==> config.mk <==
export PLATFORM = sky130hd
export DESIGN_NAME = process_priority_queue
export DESIGN_NICKNAME = d
export VERILOG_FILES = /design/src/rtl/core/ppq_pkg.sv /design/src/rtl/core/process_priority_queue.sv
export SDC_FILE = /design/constraint.sdc
export NUM_CORES = 1
export LEC_CHECK = 0
export BUFFER_PORTS_ARGS = -buffer_cell sky130_fd_sc_hd__buf_2
export CAP_MARGIN = 10
export CORE_MARGIN = 8
export CORE_UTILIZATION = 60
export CTS_CLUSTER_DIAMETER = 120
export CTS_CLUSTER_SIZE = 30
export DETAILED_ROUTE_END_ITERATION = 8
export GPL_ROUTABILITY_DRIVEN = 1
export GPL_TIMING_DRIVEN = 0
export PLACE_DENSITY = 0.82
export REMOVE_ABC_BUFFERS = 1
export SYNTH_ARGS = -nofsm -noshare
export SYNTH_HDL_FRONTEND = slang
export SYNTH_SLANG_ARGS = --single-unit
==> constraint.sdc <==
create_clock -name clk -period 6.32 [get_ports clk]
set_input_delay 0.948 -clock clk [delete_from_list [all_inputs] [get_ports clk]]
set_output_delay 0.948 -clock clk [all_outputs]
set_load 0.005 [all_outputs]
==> src/rtl/core/ppq_pkg.sv <==
// Shared types, constants and key-compare functions for the process priority queue.
package ppq_pkg;

	localparam int DEPTH_DEF = 16;
	localparam int ID_W      = 8;
	localparam int TIME_W    = 16;
	localparam int PRIO_W    = 8;
	localparam int COUNT_W   = 5;

	// Ordering policy codes
	localparam logic POLICY_SRTF = 1'b0;
	localparam logic POLICY_PRIO = 1'b1;

	// Operation codes
	localparam logic OP_INSERT = 1'b0;
	localparam logic OP_REMOVE = 1'b1;

	typedef struct packed {
		logic [ID_W-1:0]   pid;
		logic [TIME_W-1:0] rtime;
		logic [PRIO_W-1:0] prio;
	} ppq_entry_t;

	// Stored entry key is equal to or better than the new key
	function automatic logic slot_not_worse(input logic pol, input ppq_entry_t slot,
		input ppq_entry_t nw);
		logic res;
		if (pol == POLICY_PRIO) begin
			res = (slot.prio >= nw.prio);
		end else begin
			res = (slot.rtime <= nw.rtime);
		end
		return res;
	endfunction

	// New key is strictly better than the stored entry key
	function automatic logic new_better(input logic pol, input ppq_entry_t slot,
		input ppq_entry_t nw);
		logic res;
		if (pol == POLICY_PRIO) begin
			res = (nw.prio > slot.prio);
		end else begin
			res = (nw.rtime < slot.rtime);
		end
		return res;
	endfunction

endpackage

==> src/rtl/core/process_priority_queue.sv <==
// Sorted process queue: entry memory, insert/remove walk sequencer and result register.
// Insert walks the memory from the new entry's position, then writes the tail entry and the
//   result; remove shifts entries toward the head; a refused insert goes straight to the result.
// Throughput: one item at a time, bounded by the one-entry-per-cycle memory walk; the next
//   item is taken while the result waits downstream.
// Reset: arst_n clears the fill count, policy (to shortest remaining time first) and the
//   handshake state; the entry memory is not cleared, only entries below the count are read.
module process_priority_queue #(
	parameter int DEPTH = ppq_pkg::DEPTH_DEF
) (
	input  logic                        clk,
	input  logic                        arst_n,
	// item input
	input  logic                        in_valid,
	output logic                        in_stall,
	input  logic                        mode,
	input  logic [ppq_pkg::ID_W-1:0]    process_id,
	input  logic [ppq_pkg::TIME_W-1:0]  remaining_time,
	input  logic [ppq_pkg::PRIO_W-1:0]  priority_req,
	// policy register write
	input  logic                        cfg_valid,
	output logic                        cfg_ready,
	input  logic                        policy,
	// result output
	output logic                        out_valid,
	input  logic                        out_stall,
	output logic                        ok,
	output logic [ppq_pkg::ID_W-1:0]    out_process_id,
	output logic [ppq_pkg::TIME_W-1:0]  out_remaining_time,
	output logic [ppq_pkg::PRIO_W-1:0]  out_priority,
	output logic                        head_valid,
	output logic [ppq_pkg::ID_W-1:0]    head_process_id,
	output logic [ppq_pkg::TIME_W-1:0]  head_remaining_time,
	output logic [ppq_pkg::PRIO_W-1:0]  head_priority,
	output logic [ppq_pkg::COUNT_W-1:0] entry_count
);
	import ppq_pkg::*;

	localparam int IW = (DEPTH > 1) ? $clog2(DEPTH) : 1;
	localparam int CW = $clog2(DEPTH + 1);

	typedef enum logic [4:0] {
		S_IDLE     = 5'b00001,
		S_INS_WALK = 5'b00010,
		S_INS_TAIL = 5'b00100,
		S_RM_WALK  = 5'b01000,
		S_RESP     = 5'b10000
	} state_t;

	state_t     state_q;
	logic       policy_q;
	logic [CW-1:0] count_q;
	logic [CW-1:0] idx_q;
	logic [CW-1:0] idx_nxt;
	logic       found_q;
	logic       force_q;
	ppq_entry_t new_q;
	ppq_entry_t carry_q;
	ppq_entry_t head_q;
	ppq_entry_t rem_q;
	logic       ok_q;

	// entry memory ports
	ppq_entry_t mem [DEPTH];
	logic          mem_we;
	logic [IW-1:0] mem_wa;
	ppq_entry_t    mem_wd;
	logic [IW-1:0] mem_ra;
	ppq_entry_t    mem_rd;

	// result register
	logic       out_valid_q;
	logic       ok_o_q;
	ppq_entry_t rem_o_q;
	ppq_entry_t head_o_q;
	logic       head_valid_o_q;
	logic [CW-1:0] count_o_q;

	ppq_entry_t in_entry;
	logic       accept;
	logic       ins_force;
	logic       ins_place;
	logic       resp_load;

	assign in_entry  = '{pid: process_id, rtime: remaining_time, prio: priority_req};
	assign in_stall  = (state_q != S_IDLE);
	assign accept    = in_valid && (state_q == S_IDLE);
	assign cfg_ready = 1'b1;
	assign idx_nxt   = idx_q + 1'b1;
	assign resp_load = (state_q == S_RESP) && (!out_valid_q || !out_stall);

	// new entry goes to the head: empty queue or strictly better than the current head
	assign ins_force = (count_q == '0) || new_better(policy_q, head_q, in_entry);
	// in the walk, the first stored entry worse than the new one gives up its slot
	assign ins_place = !found_q && (force_q || !slot_not_worse(policy_q, mem_rd, new_q));

	// memory read address and write port
	always_comb begin
		mem_ra = idx_nxt[IW-1:0];
		mem_we = 1'b0;
		mem_wa = idx_q[IW-1:0];
		mem_wd = new_q;
		case (state_q)
			S_IDLE: begin
				if (mode == OP_REMOVE) begin
					mem_ra = IW'(1);
				end else if (ins_force) begin
					mem_ra = '0;
				end else begin
					mem_ra = IW'(1);
				end
			end
			S_INS_WALK: begin
				if (found_q) begin
					mem_we = 1'b1;
					mem_wd = carry_q;
				end else if (ins_place) begin
					mem_we = 1'b1;
					mem_wd = new_q;
				end
			end
			S_INS_TAIL: begin
				mem_we = 1'b1;
				mem_wa = count_q[IW-1:0];
				mem_wd = found_q ? carry_q : new_q;
			end
			S_RM_WALK: begin
				mem_we = 1'b1;
				mem_wa = IW'(idx_q - 1'b1);
				mem_wd = mem_rd;
			end
			default: begin
				mem_we = 1'b0;
			end
		endcase
	end

	// entry memory, registered read
	always_ff @(posedge clk) begin
		if (mem_we) begin
			mem[mem_wa] <= mem_wd;
		end
		mem_rd <= mem[mem_ra];
	end

	// policy register
	always_ff @(posedge clk or negedge arst_n) begin
		if (!arst_n) begin
			policy_q <= POLICY_SRTF;
		end else if (cfg_valid && cfg_ready) begin
			policy_q <= policy;
		end
	end

	// sequencer control
	always_ff @(posedge clk or negedge arst_n) begin
		if (!arst_n) begin
			state_q <= S_IDLE;
			count_q <= '0;
		end else begin
			case (state_q)
				S_IDLE: begin
					if (accept) begin
						if (mode == OP_INSERT) begin
							if (count_q == CW'(DEPTH)) begin
								state_q <= S_RESP;
							end else if (count_q == '0 || (!ins_force && count_q == CW'(1))) begin
								// empty, or placed after the lone head entry: no walk needed
								state_q <= S_INS_TAIL;
							end else begin
								state_q <= S_INS_WALK;
							end
						end else begin
							if (count_q <= CW'(1)) begin
								state_q <= S_RESP;
								count_q <= '0;
							end else begin
								state_q <= S_RM_WALK;
							end
						end
					end
				end
				S_INS_WALK: begin
					if (idx_nxt == count_q) begin
						state_q <= S_INS_TAIL;
					end
				end
				S_INS_TAIL: begin
					count_q <= count_q + 1'b1;
					state_q <= S_RESP;
				end
				S_RM_WALK: begin
					if (idx_nxt == count_q) begin
						count_q <= count_q - 1'b1;
						state_q <= S_RESP;
					end
				end
				S_RESP: begin
					if (resp_load) begin
						state_q <= S_IDLE;
					end
				end
				default: begin
					state_q <= S_IDLE;
				end
			endcase
		end
	end

	// walk datapath: index, carried entry, head copy and result fields
	always_ff @(posedge clk) begin
		case (state_q)
			S_IDLE: begin
				if (accept) begin
					new_q   <= in_entry;
					found_q <= 1'b0;
					force_q <= ins_force;
					if (mode == OP_INSERT) begin
						idx_q <= ins_force ? '0 : CW'(1);
						ok_q  <= (count_q != CW'(DEPTH));
						rem_q <= '0;
					end else begin
						idx_q <= CW'(1);
						ok_q  <= (count_q != '0);
						rem_q <= (count_q != '0) ? head_q : '0;
					end
				end
			end
			S_INS_WALK: begin
				idx_q <= idx_nxt;
				if (found_q || ins_place) begin
					carry_q <= mem_rd;
					found_q <= 1'b1;
				end
			end
			S_INS_TAIL: begin
				if (force_q) begin
					head_q <= new_q;
				end
			end
			S_RM_WALK: begin
				idx_q <= idx_nxt;
				if (idx_q == CW'(1)) begin
					head_q <= mem_rd;
				end
			end
			default: begin
				idx_q <= idx_q;
			end
		endcase
	end

	// result register valid
	always_ff @(posedge clk or negedge arst_n) begin
		if (!arst_n) begin
			out_valid_q <= 1'b0;
		end else if (resp_load) begin
			out_valid_q <= 1'b1;
		end else if (!out_stall) begin
			out_valid_q <= 1'b0;
		end
	end

	// result register payload
	always_ff @(posedge clk) begin
		if (resp_load) begin
			ok_o_q         <= ok_q;
			rem_o_q        <= rem_q;
			head_valid_o_q <= (count_q != '0);
			head_o_q       <= (count_q != '0) ? head_q : '0;
			count_o_q      <= count_q;
		end
	end

	assign out_valid           = out_valid_q;
	assign ok                  = ok_o_q;
	assign out_process_id      = rem_o_q.pid;
	assign out_remaining_time  = rem_o_q.rtime;
	assign out_priority        = rem_o_q.prio;
	assign head_valid          = head_valid_o_q;
	assign head_process_id     = head_o_q.pid;
	assign head_remaining_time = head_o_q.rtime;
	assign head_priority       = head_o_q.prio;
	assign entry_count         = COUNT_W'(count_o_q);

endmodule

**After elaboration in Yosys (flattened, before gate mapping)**

Memories as Yosys holds them, arrays and structs flattened. A register that Yosys moved wholly into a read port is not among the register bits.
Cells that the tools add are included.

- Bits in registers: 219
- Bits in writable memories: 512
- Bits of input ports: 39
- Output and inout bits: 74
- Logic and storage cells: 131
- Memories: 1

Memories:

| name | depth | bits a word | rd ports | clocked after memory_dff | wr ports | RTL line | text |
|---|---|---|---|---|---|---|---|
| mem | 16 | 32 | 1 | 1 | 1 | process_priority_queue.sv:64 | `ppq_entry_t mem [DEPTH];` |

- $add $sub $neg: 4
- Magnitude comparators: 5
- Eq/ne operators: 21
- Mux-type cells: 41
- Reduce and logical (&&, ||, !) cells: 30

Operators by type and width:

| operator | count |
|---|---|
| $mux 32 | 4 |
| $pmux 32 s2 | 2 |
| $mux 5 | 12 |
| $pmux 5 s5 | 1 |
| $le 16x16->1 | 1 |
| $lt 16x16->1 | 1 |
| $ne 2x2->1 const B | 8 |
| $eq 5x1->1 const B | 3 |
| $mux 1 | 15 |
| $pmux 5 s3 | 1 |
| $add 5x1->5 const B | 2 |
| $eq 5x5->1 const B | 2 |
| $pmux 5 s2 | 1 |
| $ge 8x8->1 | 1 |
| $gt 8x8->1 | 1 |
| $pmux 4 s2 | 1 |
| $reduce_and 2->1 | 3 |
| $reduce_and 3->1 | 2 |
| $reduce_bool 2->1 | 3 |
| $reduce_or 2->1 | 3 |
| $eq 5x2->1 const B | 1 |
| $eq 5x3->1 const B | 1 |
| $eq 5x4->1 const B | 1 |
| $eq 5x5->1 | 1 |
| other kinds (17) | 30 |

**Logic depth before layout (Yosys ltp)**

- Depth after elaboration: 11
- Gate-level depth with buffers: 13

**Least setup slack after synthesis**

Ideal clock, no wire load.

- Kind: reg-to-reg
- Start point: reg state_q[4]
- End point: mem mem[0][0] (netlist bit), enable pin
- Library setup time: 0.513 ns
- Arrival: 5.072 ns
- Slack: 0.734 ns
- Stages on the path, launching flop included: 8
- Buffers on the path: 0
- Clock period less this slack: 5.586 ns
- Path through: dfrtp_1 nor2_1 nand3_1 nand2_1 o21ai_0 a221oi_1 nand2_1 nor4b_1

- Word-level cells in the longest chain between the ends: 5
- Elaborated cells between the ends (all ways): 8
- Classes of those cells: eq/ne: 3; mux: 4; reduce/logical: 1

RTL lines:

| what | RTL line | text |
|---|---|---|
| from (decl) | process_priority_queue.sv:50 | `state_t state_q;` |
| from (signal assigned) | process_priority_queue.sv:158 | `state_q <= S_IDLE;` |
| from (signal assigned) | process_priority_queue.sv:166 | `state_q <= S_RESP;` |
| from (signal assigned) | process_priority_queue.sv:169 | `state_q <= S_INS_TAIL;` |
| $eq 5x4->1 or $eq 5x3->1 (tied branches) | process_priority_queue.sv:103 | `case (state_q)` |
| $reduce_or 2->1 (no line) | -- |  |
| $pmux 1 s2 | process_priority_queue.sv:103 |  |
| $mux 1 | process_priority_queue.sv:140 | `if (mem_we) begin` |
| $mux 1 (not written as such) | process_priority_queue.sv:141 | `mem[mem_wa] <= mem_wd;` |
| to (decl) | process_priority_queue.sv:64 |  |

Several ways; a longest one is shown, not always the timed one.

**Worst setup path in the final report**

- Start point: reg state_q[4]
- End point: mem mem[10][29] (netlist bit), enable pin

Same word-level chain as after synthesis.

==> impl_results.md <==
* Clock transition at the registers of the reported paths at 0.12 ns
* WL met3 at 9777 um
* DR WL/cell at 26.25 um
* Ports at 113
* First-pass GRT wire length at 109000 um
* Hold WS at 0.1801 ns
* Post-synthesis register bit count at 763
* CTS Buf Count at 29
* Top post-synthesis cells by area: edfxtp_1 (73%), nand2_1 (4.3%), ha_1 (2.2%)
* 1st-pass router iterations at 7
* Largest net degree at the start of global routing at 57
* Synth top area share at 73.21%
* Avg Inst Size Synth at 15.05 um2
* DR vias at 18333
* Syn Std Cell Area at 29490 um2
* DP HPWL at 51520 um
* Worst Tran Pin Value at 1.269 ns
* Postcts setup bufs at 0
* Critical Path End Type: flip-flop
* F_max at 202.2 MHz
* Ys Warns at 0
* Aggregate global-route resource usage at 25.45%
* Mux contribution to synthesized area at 0.03394%
* Final Setup Violations at 0
* FF-to-FF setup slack at 1.37 ns
* Core ar. at 48750 um2
* Drt initial violations at 2712
* Antenna Nets Post-Route at 0
* Post-synthesis adder-cell area fraction at 2.248%
* Startpoint types: flip-flop
* Final Cycle Share at 78.26%
* Slew Viols, Final at 0
* DIE AREA at 56510 um2
* Power Total at 15.84 mW
* Clock Latency Late Sink at 0.63 ns
* Final #Nets at 2213
* Grt ovf at 0
* # diodes at 0
* Worst Hold Class: input port to asynchronous set/reset pin
* Reg area at 22530 um2
* Die Height at 237.7 um
* Cell accounting for the most synthesized area: edfxtp_1
* CTS tree: built
* # clock sinks at 763
* Critical Path Fanout Max at 18
* DR DRC count at 0
* CP arrival at 5.28 ns
* Post-synthesis sequential area ratio at 76.40%
* Site row count at 81
* Post-DR vias/cell at 6.536
* Worst relative slew slack at 15.43%
* Initial Util at 60.50%
* Routed WL at 73630 um
* Metal-1 WL at 26420 um
* Gpl congestion at 0.8587
* Multi-input gate area at 6489 um2
* Critical path class: flip-flop to flip-flop
* Syn Inst Count at 1960
* # Max-Cap Violations at 0
* Async set-reset flop share out of synthesis at 1.573%
* Largest family of logic cells by synthesized area: compound AO/OA/AOI/OAI gates
* Setup tns final at 0 ns
* Initial antenna violation count at 0
* Post-synth top cells: edfxtp_1 (719), nand2_1 (340), inv_1 (77), nand3_1 (73), nor2_1 (60)
* Most used DFF post-synth: edfxtp_1
* Met2 wire len at 34030 um
* Die X at 237.7 um
* Compound-Gate Fraction of Synth Area at 9.422%
* Status: finished clean
* Area grow syn2layout at 11.52%
* Leak at 11.50 nW
* Clock Skew at 0.02741 ns
* Peak supply drop at 0.3611 mV
* Cts repair resizes at 0
* Htree depth at 1
* Final min period at 4.946 ns
* Clock Path Buffers at 3
* Number of library cell types mapped by synthesis at 76
* XOR/XNOR share of the synthesized area at 0.3224%
* Fraction of layout cells with a size suffix above 1 at 14.53%
* Worst path required time at 6.65 ns
* Hold Buf Count CTS at 0
* Hold Vio Cnt, Final at 0
* Number of flops mapped to enable cells by yosys at 719
* Pwr Density at 481.7 nW/um2
* Top layer used by detailed routing: met4
* Root buf cell: clkbuf_16
* Synth Area in Simple Gates at 9.117%
* Fill count at 2974
* Port-buffer cells at 111
* Count leader, synth: edfxtp_1
* Vias in the first global route at 18016
* Unrepaired setup endpoints after global routing: no
==> flip-flops by register name (all words and copies together), names as in the netlist <==
name                 flops
mem                    512
carry_q                 32
head_q                  32
mem_rd                  32
new_q                   32
rem_q                   32
head_remaining_time     16
out_remaining_time      16
head_priority            8
head_process_id          8
out_priority             8
out_process_id           8
count_q                  5
entry_count              5
idx_q                    5
state_q                  5
force_q                  1
found_q                  1
head_valid               1
ok                       1
ok_q                     1
out_valid                1
policy_q                 1
==> cell families (layout without fill, tap and decap cells) <==
group,after synthesis,count (layout)
compound gates,363,363
buf+inv,172,353
simple gates,597,597
flops,763,763
fa+ha+maj,53,53
other cells,1,1
xor+xnor,10,10
mux,1,1
==> where the power goes <==
group,switching [mW],internal (mW),total [mW]
clock,1.42,0.885,2.31
sequential,0.351,6.94,7.29
combinational,4.22,2.02,6.25
total,5.99,9.85,15.8
==> through the flow <==
step           setup slack (ns)  cell area, um2  utilization (%)  std cells
2_1_floorplan            0.1993           29070                -       1868
3_5_place_dp              1.603           32070            65.78       2754
4_1_cts                   1.537           32890            67.47       2805
6_report                  1.374           32890            67.47       2805
5_1_grt                   1.180           32890            67.47       2805
3_3_place_gp             -5.086           30460            62.48       2643
==> routing by layer <==
metal / global-route usage, % / up-vias
met4: 10.26 / 0
met5: 0 / -
met3: 5.003 / 257
li1: - / 7803
met2: 41.25 / 1486
met1: 33.88 / 8787
==> worst paths after layout <==
check | from | endpoint | cells after the start
max | state_q[4] | mem[10][29] | 10
min in group clk | rem_q[24] | out_process_id[0] | 0
min | arst_n | count_q[0] | 1
max in group asynchronous | arst_n | state_q[0] | 1
max reg2reg | state_q[4] | mem[10][29] | 10
min reg2reg | rem_q[24] | out_process_id[0] | 0
==> final cells by class <==
type / instances / area share [%]
Clock buffer: 50 / 2.446
Clock inverter: 1 / 0.06086
Inverter: 80 / 0.9206
Multi-Input combinational cell: 1025 / 19.73
Sequential cell: 763 / 68.51
Tap cell: 664 / 2.526
Timing Repair Buffer: 222 / 5.813
==> cell usage in the layout (no fill, tap or decap), types with 6 or more instances in the layout <==
cell,count
a2111o_1,12
a211oi_1,21
a21oi_1,46
a221o_1,16
a221oi_1,37
a222oi_1,15
a22o_1,48
a22oi_1,51
and2_1,12
and3_1,18
buf_12,9
buf_16,10
buf_2,111
buf_4,46
buf_6,36
buf_8,10
clkbuf_1,21
clkbuf_16,29
dfrtp_1,11
dfxtp_1,32
edfxtp_1,719
ha_1,53
inv_1,76
nand2_1,340
nand2b_1,7
nand3_1,73
nand4_1,9
nor2_1,55
nor3_1,28
nor3_2,11
nor3_4,6
nor4b_2,6
o2111ai_1,13
o211ai_1,16
o21ai_0,41
==> worst max-delay path: stages (launching register included) <==
cell and delay [ns]:
dfrtp_1 0.46, nor2_1 0.23, nand3_1 0.72, nand2_1 0.54, o21ai_0 0.17, a221oi_1 0.71
nand2b_1 0.30, nor4b_2 0.85, buf_6 0.25, buf_4 0.21, buf_4 0.22
No activity file was read; power rests on OpenSTA's default activity.
